`src/rtl/core/msprfp_pkg.sv`:
```
// Package for the MSP v1 response frame parser.
// Holds sync byte codes, payload depth default and result field widths.
// No dependencies.
`default_nettype none

package msprfp_pkg;

   localparam int MAX_PAYLOAD_DEF = 32;

   localparam logic [7:0] SYNC_DOLLAR = 8'h24;
   localparam logic [7:0] SYNC_M      = 8'h4D;
   localparam logic [7:0] SYNC_DIR    = 8'h3E;

   localparam int BYTE_W   = 8;
   localparam int FLEN_W   = 6;
   localparam int BIDX_W   = 5;

   typedef logic [BYTE_W-1:0] byte_type;

endpackage

`default_nettype wire

```
`src/rtl/core/msp_response_frame_parser_top.sv`:
```
// After the checksum byte, a frame's results pass the memory read and output registers.
// Input: one byte per cycle while parsing; each result takes a payload memory read
// followed by an output register load that waits while rsp_stall holds the output.
// req_stall stays high while a frame's results are emitted.
// Reset (synchronous, active high) returns the parser to sync hunt and empties the output.
// Depends on msprfp_pkg.
`default_nettype none

module msp_response_frame_parser_top #(
   parameter int MAX_PAYLOAD = msprfp_pkg::MAX_PAYLOAD_DEF
) (
   input  wire                               clock,
   input  wire                               reset,
   input  wire                               req_valid,
   output logic                              req_stall,
   input  wire  [msprfp_pkg::BYTE_W-1:0]     req_rx_byte,
   output logic                              rsp_valid,
   input  wire                               rsp_stall,
   output logic [msprfp_pkg::BYTE_W-1:0]     rsp_command,
   output logic [msprfp_pkg::FLEN_W-1:0]     rsp_frame_length,
   output logic [msprfp_pkg::BIDX_W-1:0]     rsp_byte_index,
   output logic [msprfp_pkg::BYTE_W-1:0]     rsp_payload_byte,
   output logic                              rsp_empty_frame,
   output logic                              rsp_last
);

   localparam int AW    = (MAX_PAYLOAD > 1) ? $clog2(MAX_PAYLOAD) : 1;
   localparam int LEN_W = $clog2(MAX_PAYLOAD + 1);
   localparam int BW    = msprfp_pkg::BYTE_W;

   localparam logic [3:0] ST_DOLLAR  = 4'd0;
   localparam logic [3:0] ST_M       = 4'd1;
   localparam logic [3:0] ST_DIR     = 4'd2;
   localparam logic [3:0] ST_LEN     = 4'd3;
   localparam logic [3:0] ST_CMD     = 4'd4;
   localparam logic [3:0] ST_PAYLOAD = 4'd5;
   localparam logic [3:0] ST_CHECK   = 4'd6;
   localparam logic [3:0] ST_EMIT_RD = 4'd7;
   localparam logic [3:0] ST_EMIT_LD = 4'd8;

   logic [3:0]       state_ff, state_in;
   logic [LEN_W-1:0] exp_len_ff, exp_len_in;
   logic [LEN_W-1:0] fill_ff, fill_in;
   logic [BW-1:0]    cmd_ff, cmd_in;
   logic [BW-1:0]    xor_ff, xor_in;
   logic [AW-1:0]    rd_idx_ff, rd_idx_in;
   logic [BW-1:0]    rd_data_ff;

   logic             out_valid_ff, out_valid_in;
   logic [BW-1:0]    out_cmd_ff;
   logic [msprfp_pkg::FLEN_W-1:0] out_len_ff;
   logic [msprfp_pkg::BIDX_W-1:0] out_idx_ff;
   logic [BW-1:0]    out_byte_ff;
   logic             out_empty_ff;
   logic             out_last_ff;

   msprfp_pkg::byte_type payload_mem [MAX_PAYLOAD];

   logic             req_acc;
   logic             mem_wr;
   logic             mem_rd;
   logic             out_free;
   logic             load;
   logic             is_empty;
   logic             is_last;
   logic [LEN_W-1:0] idx_next;
   logic [LEN_W-1:0] fill_next;

   assign req_stall = (state_ff == ST_EMIT_RD) || (state_ff == ST_EMIT_LD);
   assign req_acc   = req_valid && !req_stall;
   assign out_free  = !out_valid_ff || !rsp_stall;
   assign is_empty  = (exp_len_ff == '0);
   assign idx_next  = LEN_W'(rd_idx_ff) + LEN_W'(1);
   assign fill_next = fill_ff + LEN_W'(1);
   assign is_last   = is_empty || (idx_next == exp_len_ff);
   assign mem_wr    = req_acc && (state_ff == ST_PAYLOAD);
   assign mem_rd    = (state_ff == ST_EMIT_RD);
   assign load      = (state_ff == ST_EMIT_LD) && out_free;

   always_comb begin
      state_in   = state_ff;
      exp_len_in = exp_len_ff;
      fill_in    = fill_ff;
      cmd_in     = cmd_ff;
      xor_in     = xor_ff;
      rd_idx_in  = rd_idx_ff;
      case (state_ff)
         ST_DOLLAR: begin
            if (req_acc && req_rx_byte == msprfp_pkg::SYNC_DOLLAR) state_in = ST_M;
         end
         ST_M: begin
            if (req_acc) state_in = (req_rx_byte == msprfp_pkg::SYNC_M) ? ST_DIR : ST_DOLLAR;
         end
         ST_DIR: begin
            if (req_acc) state_in = (req_rx_byte == msprfp_pkg::SYNC_DIR) ? ST_LEN : ST_DOLLAR;
         end
         ST_LEN: begin
            if (req_acc) begin
               if (req_rx_byte > BW'(MAX_PAYLOAD)) begin
                  state_in   = ST_DOLLAR;
                  exp_len_in = '0;
                  fill_in    = '0;
                  cmd_in     = '0;
                  xor_in     = '0;
               end else begin
                  exp_len_in = LEN_W'(req_rx_byte);
                  fill_in    = '0;
                  xor_in     = req_rx_byte;
                  state_in   = ST_CMD;
               end
            end
         end
         ST_CMD: begin
            if (req_acc) begin
               cmd_in   = req_rx_byte;
               xor_in   = xor_ff ^ req_rx_byte;
               state_in = is_empty ? ST_CHECK : ST_PAYLOAD;
            end
         end
         ST_PAYLOAD: begin
            if (req_acc) begin
               fill_in = fill_next;
               xor_in  = xor_ff ^ req_rx_byte;
               if (fill_next >= exp_len_ff) state_in = ST_CHECK;
            end
         end
         ST_CHECK: begin
            if (req_acc) begin
               rd_idx_in = '0;
               if (xor_ff == req_rx_byte) begin
                  state_in = ST_EMIT_RD;
               end else begin
                  state_in   = ST_DOLLAR;
                  exp_len_in = '0;
                  fill_in    = '0;
                  cmd_in     = '0;
                  xor_in     = '0;
               end
            end
         end
         ST_EMIT_RD: begin
            state_in = ST_EMIT_LD;
         end
         ST_EMIT_LD: begin
            if (load) begin
               if (is_last) begin
                  state_in   = ST_DOLLAR;
                  exp_len_in = '0;
                  fill_in    = '0;
                  cmd_in     = '0;
                  xor_in     = '0;
               end else begin
                  rd_idx_in = rd_idx_ff + AW'(1);
                  state_in  = ST_EMIT_RD;
               end
            end
         end
         default: begin
            state_in   = ST_DOLLAR;
            exp_len_in = '0;
            fill_in    = '0;
            cmd_in     = '0;
            xor_in     = '0;
         end
      endcase
   end

   always_comb begin
      out_valid_in = out_valid_ff;
      if (load) begin
         out_valid_in = 1'b1;
      end else if (!rsp_stall) begin
         out_valid_in = 1'b0;
      end
   end

   always_ff @(posedge clock) begin
      if (reset) begin
         state_ff     <= ST_DOLLAR;
         exp_len_ff   <= '0;
         fill_ff      <= '0;
         cmd_ff       <= '0;
         xor_ff       <= '0;
         rd_idx_ff    <= '0;
         out_valid_ff <= 1'b0;
      end else begin
         state_ff     <= state_in;
         exp_len_ff   <= exp_len_in;
         fill_ff      <= fill_in;
         cmd_ff       <= cmd_in;
         xor_ff       <= xor_in;
         rd_idx_ff    <= rd_idx_in;
         out_valid_ff <= out_valid_in;
      end
   end

   always_ff @(posedge clock) begin
      if (mem_wr) begin
         payload_mem[fill_ff[AW-1:0]] <= req_rx_byte;
      end
   end

   always_ff @(posedge clock) begin
      if (mem_rd) begin
         rd_data_ff <= payload_mem[rd_idx_ff];
      end
   end

   always_ff @(posedge clock) begin
      if (load) begin
         out_cmd_ff   <= cmd_ff;
         out_len_ff   <= msprfp_pkg::FLEN_W'(exp_len_ff);
         out_idx_ff   <= msprfp_pkg::BIDX_W'(rd_idx_ff);
         out_byte_ff  <= is_empty ? '0 : rd_data_ff;
         out_empty_ff <= is_empty;
         out_last_ff  <= is_last;
      end
   end

   assign rsp_valid        = out_valid_ff;
   assign rsp_command      = out_cmd_ff;
   assign rsp_frame_length = out_len_ff;
   assign rsp_byte_index   = out_idx_ff;
   assign rsp_payload_byte = out_byte_ff;
   assign rsp_empty_frame  = out_empty_ff;
   assign rsp_last         = out_last_ff;

`ifndef NO_ASSERTIONS
   a_nonlast_holds_input: assert property (@(posedge clock) disable iff (reset)
      rsp_valid && !rsp_last |-> req_stall)
      else $error("non-final result pending while input is open");

   a_empty_is_last: assert property (@(posedge clock) disable iff (reset)
      rsp_valid && rsp_empty_frame |-> rsp_last && rsp_payload_byte == '0)
      else $error("empty frame result not final or nonzero");

   a_last_index: assert property (@(posedge clock) disable iff (reset)
      rsp_valid && rsp_last && !rsp_empty_frame |->
         (msprfp_pkg::FLEN_W'(rsp_byte_index) + msprfp_pkg::FLEN_W'(1)) == rsp_frame_length)
      else $error("final result index does not match frame length");

   a_emit_follows_read: assert property (@(posedge clock) disable iff (reset)
      state_ff == ST_EMIT_RD |=> state_ff == ST_EMIT_LD)
      else $error("memory read not followed by load state");
`endif

endmodule

`default_nettype wire
```
`config.mk`:
```
export PLATFORM = sky130hd
export DESIGN_NAME = msp_response_frame_parser_top
export DESIGN_NICKNAME = d
export VERILOG_FILES = /design/src/rtl/core/msprfp_pkg.sv /design/src/rtl/core/msp_response_frame_parser_top.sv
export SDC_FILE = /design/constraint.sdc
export NUM_CORES = 1
export LEC_CHECK = 0
export ABC_AREA = 1
export ABC_CLOCK_PERIOD_IN_PS = 2300
export BUFFER_PORTS_ARGS = -buffer_cell sky130_fd_sc_hd__buf_2
export CAP_MARGIN = 25
export CELL_PAD_IN_SITES_DETAIL_PLACEMENT = 1
export CELL_PAD_IN_SITES_GLOBAL_PLACEMENT = 1
export CORE_UTILIZATION = 45
export CTS_CLUSTER_DIAMETER = 80
export DETAILED_ROUTE_END_ITERATION = 8
export PLACE_DENSITY = 0.86
export SKIP_LAST_GASP = 1
export SLEW_MARGIN = 20
export SYNTH_ARGS = -nofsm -noshare
export SYNTH_HDL_FRONTEND = slang
export SYNTH_SLANG_ARGS = --single-unit
```
`constraint.sdc`:
```
create_clock -name clock -period 2.3 [get_ports clock]
set_input_delay 0.115 -clock clock [delete_from_list [all_inputs] [get_ports clock]]
set_output_delay 0.115 -clock clock [all_outputs]
set_load 0.05 [all_outputs]
```
**Word level (Yosys, flattened, before mapping)**

Memory sizes are Yosys's and may differ from the RTL's. A register that Yosys moved wholly into a read port is not among the register bits.
Index checks and enable logic that the tools add are counted.

- Mux-type cells: 46
- Bitwise logic cells: 5
- Add/subtract/negate cells: 3
- Magnitude comparators: 2
- Eq/ne operators: 28
- Reduce and logical (&&, ||, !) cells: 24

Operators by type and width:

| kind | count |
|---|---|
| $mux W8 | 10 |
| $pmux W8 S5 | 2 |
| $mux W6 | 8 |
| $mux W4 | 9 |
| $pmux W4 S9 | 1 |
| $pmux W6 S5 | 1 |
| $ne A2 B2 Y1 const B | 12 |
| $pmux W6 S4 | 1 |
| $eq A4 B3 Y1 const B | 4 |
| $eq A8 B6 Y1 const B | 2 |
| $mux W5 | 3 |
| $reduce_and A7 Y1 | 2 |
| $pmux W5 S2 | 1 |
| $reduce_or A5 Y1 | 2 |
| $mux W3 | 3 |
| $reduce_and A9 Y1 | 1 |
| $eq A4 B2 Y1 const B | 2 |
| $eq A8 B7 Y1 const B | 1 |
| $eq A8 B8 Y1 | 1 |
| $gt A8 B6 Y1 const B | 1 |
| $reduce_and A8 Y1 | 1 |
| $xor A8 B8 Y8 | 1 |
| $add A5 B1 Y6 const B | 1 |
| $add A6 B1 Y6 const B | 1 |
| other kinds (20) | 37 |

- Register bits after elaboration: 67
- Output and inout bits: 31
- Memory bits (writable): 256
- Memories: 1

Memories:

| memory | words | bits a word | rd ports | clocked after memory_dff | write ports | RTL line | text |
|---|---|---|---|---|---|---|---|
| payload_mem | 32 | 8 | 1 | 1 | 1 | msp_response_frame_parser_top.sv:57 | `msprfp_pkg::byte_type payload_mem [MAX_PAYLOAD];` |

**Depth between registers and ports, before layout**

Gate-level depths: netlist of the first run.

- Depth after elaboration: 7
- Depth in mapped cells: 15

**Worst setup path before layout of the first run**

No wires, ideal clock.

- Path kind: register -> register
- Start point: register state_ff[1]
- End point: register out_idx_ff, in the netlist rsp_byte_index[0] (enable)
- Path buffers: 1
- Slack: -0.103 ns
- Data arrival time: 1.988 ns
- Cell stages (with the launch flop): 5
- Path through: dfxtp_1 buf_6 nor2_2 nand3_4 nor2_1

- Longest elaborated chain between the ends: 2

Ends and longest elaborated chain:

| what | RTL line | text |
|---|---|---|
| start: declaration | msp_response_frame_parser_top.sv:41 | `logic [3:0] state_ff, state_in;` |
| start signal: assignment | msp_response_frame_parser_top.sv:187 | `state_ff <= state_in;` |
| $eq A4 B4 Y1 | msp_response_frame_parser_top.sv:78 | `assign load = (state_ff == ST_EMIT_LD) && out_free;` |
| $logic_and A1 B1 Y1 | msp_response_frame_parser_top.sv:78 |  |
| net load | msp_response_frame_parser_top.sv:63 | `logic load;` |
| end signal: assignment | msp_response_frame_parser_top.sv:213 | `out_idx_ff <= msprfp_pkg::BIDX_W'(rd_idx_ff);` |
| end: declaration | msp_response_frame_parser_top.sv:52 | `logic [msprfp_pkg::BIDX_W-1:0] out_idx_ff;` |

The timed path passes the listed nets, and every way through them passes these cells.
A chain may end at the register's enable or synchronous reset.

**Worst setup path after layout of the first run**

- Start point: register rd_idx_ff[3]
- End point: register exp_len_ff[4]

- Longest elaborated chain between the ends: 5

Ends and longest elaborated chain:

| what | RTL line | text |
|---|---|---|
| start: declaration | msp_response_frame_parser_top.sv:46 | `logic [AW-1:0] rd_idx_ff, rd_idx_in;` |
| start signal: assignment | msp_response_frame_parser_top.sv:192 | `rd_idx_ff <= rd_idx_in;` |
| $add A5 B1 Y6 | msp_response_frame_parser_top.sv:73 | `assign idx_next = LEN_W'(rd_idx_ff) + LEN_W'(1);` |
| $eq A6 B6 Y1 | msp_response_frame_parser_top.sv:75 | `assign is_last = is_empty \|\| (idx_next == exp_len_ff);` |
| $logic_or A1 B1 Y1 | msp_response_frame_parser_top.sv:75 |  |
| $ne A2 B2 Y1 (no source line) | n/a |  |
| $reduce_and A6 Y1 (no source line) | n/a |  |
| end signal: assignment | msp_response_frame_parser_top.sv:188 | `exp_len_ff <= exp_len_in;` |
| end: declaration | msp_response_frame_parser_top.sv:42 | `logic [LEN_W-1:0] exp_len_ff, exp_len_in;` |

No other way between the ends.

==> results of run 1 <==
==> logic make-up after synthesis <==
logic type                 after synthesis  synth area share, %
buffers and inverters                  144                 4.16
xor gates and xnor gates                11                0.691
adders and majority gates               11                0.987
DFF                                    331                 68.5
and+or+nand+nor                        487                 14.7
AOI/OAI and AO/OA                      264                 11.0
==> worst max-delay path, delay by kind of cell, from the launching register on <==
family	cells	cell delay, ns
flops	1	0.55
simple gates	11	1.49
buf+inv	2	0.27
==> through the flow <==
step | worst slack [ns] | TNS [ns] | std cells
global route | -0.225 | -6.81 | 1768
floorplan | 0.165 | 0 | 1248
finish | -0.110 | -0.953 | 1768
global placement | 0.0482 | 0 | 1696
CTS | -0.0211 | -0.313 | 1760
detailed placement | -0.0564 | -0.143 | 1696
==> per-layer routing <==
layer	track usage, %	routed length (microns)	vias up
met3	5.61	4150	208
met2	50.0	24200	728
met1	34.5	17900	5594
met4	13.5	2880	0
li1	-	-	4631
met5	0.481	0	-
==> sequential cells by signal, indices dropped and copies added (netlist names) <==
register,cells
rd_idx_ff,5
rsp_empty_frame,1
rsp_byte_index,5
rsp_command,8
cmd_ff,8
rd_data_ff,8
state_ff,4
exp_len_ff,6
rsp_valid,1
rsp_last,1
payload_mem,256
rsp_payload_byte,8
rsp_frame_length,6
xor_ff,8
fill_ff,6
==> final timing paths <==
kind,startpoint,end,cells after the start
max,rd_idx_ff[3],exp_len_ff[4],13
min,req_rx_byte[2],payload_mem[26][2],1
max reg2reg,rd_idx_ff[3],exp_len_ff[4],13
min reg2reg,cmd_ff[5],rsp_command[5],0
==> power groups by stage <==
| stage | clock (mW) | combinational [mW] | sequential (mW) |
|---|---|---|---|
| after global routing | 5.87 | 0.187 | 6.51 |
| after detailed placement | 0 | 0.171 | 6.65 |
| final | 5.71 | 0.183 | 6.51 |
| after CTS | 5.65 | 0.176 | 6.52 |
| after global placement | 0 | 0.161 | 6.65 |
| after floorplan | 0 | 0.0309 | 6.65 |
==> Yosys cell counts <==
master,number,area share (%)
inv_1,72,1.9
nand3_2,5,0.36
or2_2,1,0.045
nand3_1,39,1.4
dfxtp_1,38,5.5
o22ai_1,26,1.2
nor3_2,2,0.14
o211ai_1,1,0.054
inv_2,3,0.081
nand3_4,2,0.25
buf_6,2,0.16
nand2_2,2,0.090
o21ai_0,153,5.5
nor2_2,1,0.045
a21oi_1,35,1.3
buf_4,3,0.16
edfxtp_1,293,63
nor2_4,3,0.24
nor2_1,247,6.6
nand4_1,21,0.94
buf_2,11,0.39
clkbuf_1,52,1.4
xor2_1,7,0.44
o21a_1,2,0.11
nor3_1,10,0.36
clkinv_1,1,0.027
a21oi_4,1,0.12
xnor2_1,4,0.25
a31oi_1,6,0.27
nand2_1,154,4.1
ha_1,11,0.99
o221ai_1,40,2.5
==> cell type report <==
class                      instances  area, sq um
sequential                       331         9580
clock buffer                      43          947
multi-input combinational        773         3950
inverter                          76          292
tap                              396          495
timing repair buffer             131          996
clock inverter                    18          168
fill                            3192        14100
==> repair_timing <==
action	in CTS	in global routing
endpoints found under the hold margin	15	1
setup endpoints to repair	66	281
hold buffers	3	1
pin swaps	0	4
resized for setup	9	36
buffers inserted	0	7
==> flow_summary.ini, run 1 <==
[run_status]
outcome = complete, but fails checks
violations = negative setup slack

[die]
rows = 64
die_h_microns = 178
ios = 43
fp.coreArea_sq_mm = 0.0305
die_w_microns = 178
initial_utilization_pct = 45.7
die_area_sq_mm = 0.0317

[setup_path]
critPathLaunchType = flip-flop
crit_chain = nand2_1, nor2_1, nand2_1, nand2_1, nand3_1, nor2_1, nand2_1, nand3_4, buf_4, nand3_4, nand2_1, inv_1, nor2_1
critPathSlowestCell = dfxtp_1
worstPathArrival_ns = 2.87
r2r_setup_slack_ns = -0.11
required_ns = 2.76
endpoint_kind = flip-flop
timing_worst_setup_path_type = flip-flop to flip-flop
max_stage_delay_ns = 0.55
cp_max_fo = 8
crit_top_cell = nand2_1

[synthesis]
yosysWarningCount = 0
synth.distinct_cells = 32
yosysSeqAreaShare_pct = 68.5
syn-instance-count = 1248
synth-seq-cells = 331
synth_fp_nets = 1271
syn_avg_cell_area_sq_um = 11.2
syn_area_sq_mm = 0.0139

[pwr]
power_mw = 12.4
p_sw_mw = 2.59
internal_power_mw = 9.80
p_clk_share_pct = 46.0
seq_power_share_pct = 52.5
vdd_drop_max_mv = 0.413
swShare_pct = 20.9
combPwrFrac_pct = 1.5
p_leak_nw = 5.97
p_per_area_mw_per_mm2 = 755

[detailed_routing]
drtIter0Drc = 1476
viasPerCell = 6.31
drt-wirelength-per-cell_microns = 27.8
routed_wl_microns = 49100
drc = 0
ant_nets = 0
dr.pass1.iters = 6
vias = 11161

[placement]
io_buffers = 42
hpwl_microns = 28100
gp_congestion = 0.885
placed_area_sq_mm = 0.0151

[global_route]
antenna_found_initial = 0
grt_max_degree = 55
grt_pass1_wl_microns = 67700
grt_pass1_vias = 11212
grt_use_total_pct = 28.9
grt_overflow_total = 0

[sta]
period_share_pct = 105
finClkSkew_ns = 0.0227
fmax_mhz = 415
hold_viol_final = 0
setup_viol = 24
worstMarginPinSlew_ns = 0.742
slew_viol_final = 0
whs_ns = 0.120
slew_headroom_pct = 50.0
finalCriticalPeriod_ns = 2.41
final.setup.worst_slack_ns = -0.110

[cells_and_area]
final_common_cell = edfxtp_1
final_area_sq_mm = 0.0164
mostFrequentLayoutCells = edfxtp_1 (293), nor2_1 (243), o21ai_0 (152)
drive_gt1_share_pct = 16.0
final_core_util_pct = 53.9
diodes = 0
fin_nets = 1371
areaGrowthSynthToFinish_pct = 17.8

[cts]
root_buffer = clkbuf_16
htreeDepth = 2
tritoncts = done
cts_made_buffers = 35
clkSlewWorstSetupHoldPaths_ns = 0.07
cts_buffer_depth = 3
cts_sinks = 331
clock_latency_ns = 0.54

[run]
max-cap-violations = 0

[hold_path]
hold_path_class = primary input to flip-flop
Note: power is estimated with default switching activity, not from simulation.
==> run 2: changes to the inputs <==
PLACE_DENSITY = 0.74   (was 0.86)
SLEW_MARGIN = unset   (was 20)
==> flow_summary.ini, run 2 (same netlist as run 1, synthesis figures left out) <==
[placement]
io_buffers = 42
gp_congestion = 0.874
dp_slack_ns = 0.105
placed_area_sq_mm = 0.0152
dp_cells = 1716
hpwl_microns = 27500

[cells_and_area]
final_area_sq_mm = 0.0165
diodes = 0
areaGrowthSynthToFinish_pct = 18.0
drive_gt1_share_pct = 16.3
fin_nets = 1383
fillCellCount = 3196
largest_reg_flops = 256
final_common_cell = edfxtp_1
mostFrequentLayoutCells = edfxtp_1 (293), nor2_1 (245), nand2_1 (154)
final_cells = 1783
final_core_util_pct = 53.9

[sta]
slew_viol_final = 0
hold_viol_final = 0
fmax_mhz = 451
final.setup.worst_slack_ns = 0.0826
tns_ns = 0
rsz0062_at_grt = yes
slew_headroom_pct = 61.4
finalCriticalPeriod_ns = 2.22
whs_ns = 0.0262
period_share_pct = 96.4
worstMarginPinSlew_ns = 0.579
finClkSkew_ns = 0.0195
setup_viol = 0

[die]
die_area_sq_mm = 0.0317
ios = 43
fp.coreArea_sq_mm = 0.0305
initial_utilization_pct = 45.7
die_h_microns = 178
die_w_microns = 178
rows = 64

[detailed_routing]
viasPerCell = 5.77
dr.pass1.iters = 7
drtIter0Drc = 855
vias = 10292
ant_nets = 0
drc = 1
routed_wl_microns = 42400
drt-wirelength-per-cell_microns = 23.8

[global_route]
grt_pass1_wl_microns = 63200
grt_use_total_pct = 27.0
grt_pass1_vias = 10760
grt_max_degree = 56
grt_overflow_total = 0
antenna_found_initial = 2

[setup_path]
worstPathArrival_ns = 2.67
critPathLaunchType = flip-flop
required_ns = 2.75
cp_max_fo = 4
endpoint_kind = flip-flop
timing_worst_setup_path_type = flip-flop to flip-flop

[cts]
postCtsSetupRepairBufs = 0
root_buffer = clkbuf_16
cts_buffer_depth = 3
htreeDepth = 2
tritoncts = done
cts_made_buffers = 36
clock_latency_ns = 0.52
clkSlewWorstSetupHoldPaths_ns = 0.07
cts_sinks = 331

[run_status]
outcome = complete, but fails checks
violations = design-rule violations

[pwr]
power_mw = 12.6
vdd_drop_max_mv = 0.404
p_leak_nw = 6.02
p_per_area_mw_per_mm2 = 763

[run]
max-cap-violations = 0

[hold_path]
hold_path_class = primary input to flip-flop
[run 2: final timing paths]
kind,start,to,slack (ns),cells after the start
setup / recovery,fill_ff[1],state_ff[1],0.08,12
hold / removal,req_rx_byte[3],payload_mem[12][3],0.03,1
setup reg to reg,fill_ff[1],state_ff[1],0.08,12
hold reg to reg,cmd_ff[4],rsp_command[4],0.43,0
[run 2: area by class of cell]
cell class | count | area [sq um] | area share (%)
multi-input cells | 773 | 3850 | 23.4
repair buffers | 142 | 1070 | 6.48
well taps | 396 | 495 | 3.01
clock buffers | 51 | 1040 | 6.31
clock inverters | 14 | 153 | 0.927
inverters | 76 | 287 | 1.74
flip-flops and latches | 331 | 9570 | 58.1
[run 2: power breakdown]
group          total, mW  switching, mW  internal [mW]
logic              0.176          0.145         0.0306
clock network       5.86           2.37           3.49
registers           6.52       0.000160           6.52
[run 2: routing by layer]
metal / GRT usage [%] / wire length [microns]
met5: 0 / 0
met4: 9.69 / 1460
met3: 3.71 / 2200
met2: 46.4 / 21100
met1: 34.9 / 17700
[run 2: what timing repair did]
| item | 4_1_cts | 5_1_grt |
|---|---|---|
| setup endpoints to repair | 0 | 25 |
| endpoints found under the hold margin | 3 | 0 |
| hold buffers | 2 | 0 |
| gates resized for setup | 0 | 12 |
[run 2: critical path, stage by stage (launching register included)]
cell and delay, ns:
dfxtp_2 0.38, nand3_1 0.14, nor2_1 0.14, xor2_1 0.18
inv_1 0.09, ha_1 0.31, a21oi_1 0.15, o21a_1 0.15
nand4_1 0.12, nand3_1 0.16, buf_4 0.14, nand2_1 0.05
a21oi_1 0.13
==> run 3: changes to the inputs <==
ABC_CLOCK_PERIOD_IN_PS = 2800   (was 2300)
PLACE_DENSITY = 0.71   (was 0.74)
clock period = 2.8 ns   (was 2.3 ns; I/O delays follow)
==> flow_summary.ini, run 3 (same netlist as run 1, synthesis figures left out) <==
[sta]
finClkSkew_ns = 0.0233
setup_viol = 0
worstMarginPinSlew_ns = 0.700
slew_headroom_pct = 53.2
slew_viol_final = 0
rsz0062_at_grt = no
tns_ns = 0
period_share_pct = 86.7
hold_viol_final = 0
fmax_mhz = 412
finalCriticalPeriod_ns = 2.43

[detailed_routing]
routed_wl_microns = 40700
drtIter0Drc = 713
dr.pass1.iters = 5
wl_met2_microns = 20100
m1WireLength_microns = 17800
dr.max_layer_used = met4
route.met3.wl_microns = 1810
vias = 9954
ant_nets = 0
drt-wirelength-per-cell_microns = 23.2
viasPerCell = 5.68
drc = 0

[setup_path]
critPathLaunchType = flip-flop
timing_worst_setup_path_type = flip-flop to flip-flop
required_ns = 2.95
r2r-start = state_ff[1]
critPathSlowestCell = nor2_1
reg2regPathDepth = 6
max_stage_delay_ns = 0.61
r2r_setup_slack_ns = 0.37
endpoint_kind = flip-flop
worstPathArrival_ns = 2.58
crit_chain = nor2_2, nand3_4, nand3_4, nor2_1, nand2_1, nor2_1
cp_max_fo = 9
worstReg2RegEnd = payload_mem[8][7]

[cts]
clock_latency_ns = 0.53
cts-resized-gates = 0
postCtsSetupRepairBufs = 0
cts_sinks = 331
cts_made_buffers = 37
tritoncts = done
htreeDepth = 2
root_buffer = clkbuf_16
clkSlewWorstSetupHoldPaths_ns = 0.06
cts_buffer_depth = 3

[placement]
dp_cells = 1683
gp_congestion = 0.817
io_buffers = 42
hpwl_microns = 26000

[global_route]
grt_max_degree = 72
grt_pass1_vias = 10372
grt_overflow_total = 0
grt_pass1_wl_microns = 61800
antenna_found_initial = 0
grt_use_total_pct = 26.3

[hold_path]
hold_depth = 3
holdPathEnd = exp_len_ff[0]
min_from = req_rx_byte[0]
hold_path_class = primary input to flip-flop

[cells_and_area]
final_common_cell = edfxtp_1
largest_reg_flops = 256
diodes = 0
drive_gt1_share_pct = 13.8
fin_nets = 1352
mostFrequentLayoutCells = edfxtp_1 (293), nor2_1 (246), nand2_1 (154)
final_cells = 1753
areaGrowthSynthToFinish_pct = 15.7

[die]
die_w_microns = 178
fp.coreArea_sq_mm = 0.0305
die_h_microns = 178
rows = 64
initial_utilization_pct = 45.7
die_area_sq_mm = 0.0317
ios = 43

[run_status]
outcome = finished, final reports clean

[run]
max-cap-violations = 0

[pwr]
p_leak_nw = 5.87
p_per_area_mw_per_mm2 = 632
vdd_drop_max_mv = 0.332
-- run 3: changes by cell type in the layout (fill, tap and decap cells not counted), sizes merged --
| cell | change |
|---|---|
| inv | +2 |
| buf | -32 |
| clkinv | +5 |
| bufinv | -1 |
| clkbuf | -2 |
| clkinvlp | -2 |
-- run 3: cell type report --
class,count,area (sq um)
clock buffer,49,1000
multi-input combinational,773,3810
inverter,76,287
fill,3216,14400
clock inverter,18,163
timing repair buffer,110,821
tap,396,495
sequential,331,9560
-- run 3: per-layer routing --
metal / vias to the layer above / track usage [%]
met5: - / 0
met4: 0 / 8.05
met3: 65 / 2.94
met2: 240 / 44.3
met1: 5049 / 35.8
li1: 4600 / -
-- run 3: worst max-delay path by stage --
stage                            from                 to  slack (ns)  depth (start not counted)
after floorplan           state_ff[1]  rsp_byte_index[0]        0.40                          4
after global placement     fill_ff[2]        state_ff[1]        0.50                         13
after detailed placement  state_ff[1]  payload_mem[8][0]        0.38                          6
after CTS                 state_ff[1]  payload_mem[8][7]        0.36                          6
after global routing       fill_ff[0]        state_ff[2]        0.13                         13
final                     state_ff[1]  payload_mem[8][7]        0.37                          6
-- run 3: worst max-delay path: cells and delay by family (launching register included) --
kind / cells / cell delay, ns
and+or+nand+nor: 6 / 1.52
DFF: 1 / 0.52
-- run 3: power breakdown --
part	total, mW	switching (mW)	internal [mW]	leakage, nW
clock	4.70	1.98	2.73	0.580
combinational	0.146	0.119	0.0272	2.35
sequential	5.35	0.000140	5.35	2.94
total	10.2	2.09	8.11	5.87
-- run 3: timing repair --
action                                  CTS  global route
hold buffers                              2             0
endpoints found under the setup margin    0             0
hold endpoints to repair                  6             0
-- run 3: per-stage QoR --
step           cell area [sq um]  hold WS, ns  power [mW]  worst slack [ns]  util (%)
2_1_floorplan              13900        0.239        5.49             0.397         -
3_3_place_gp               14900        0.413        5.59             0.505      48.9
3_5_place_dp               14900        0.426        5.60             0.377      48.9
4_1_cts                    16100       0.0103        10.3             0.365      52.8
5_1_grt                    16100       0.0259        10.4             0.128      52.9
6_report                   16100      0.00988        10.2             0.374      52.9
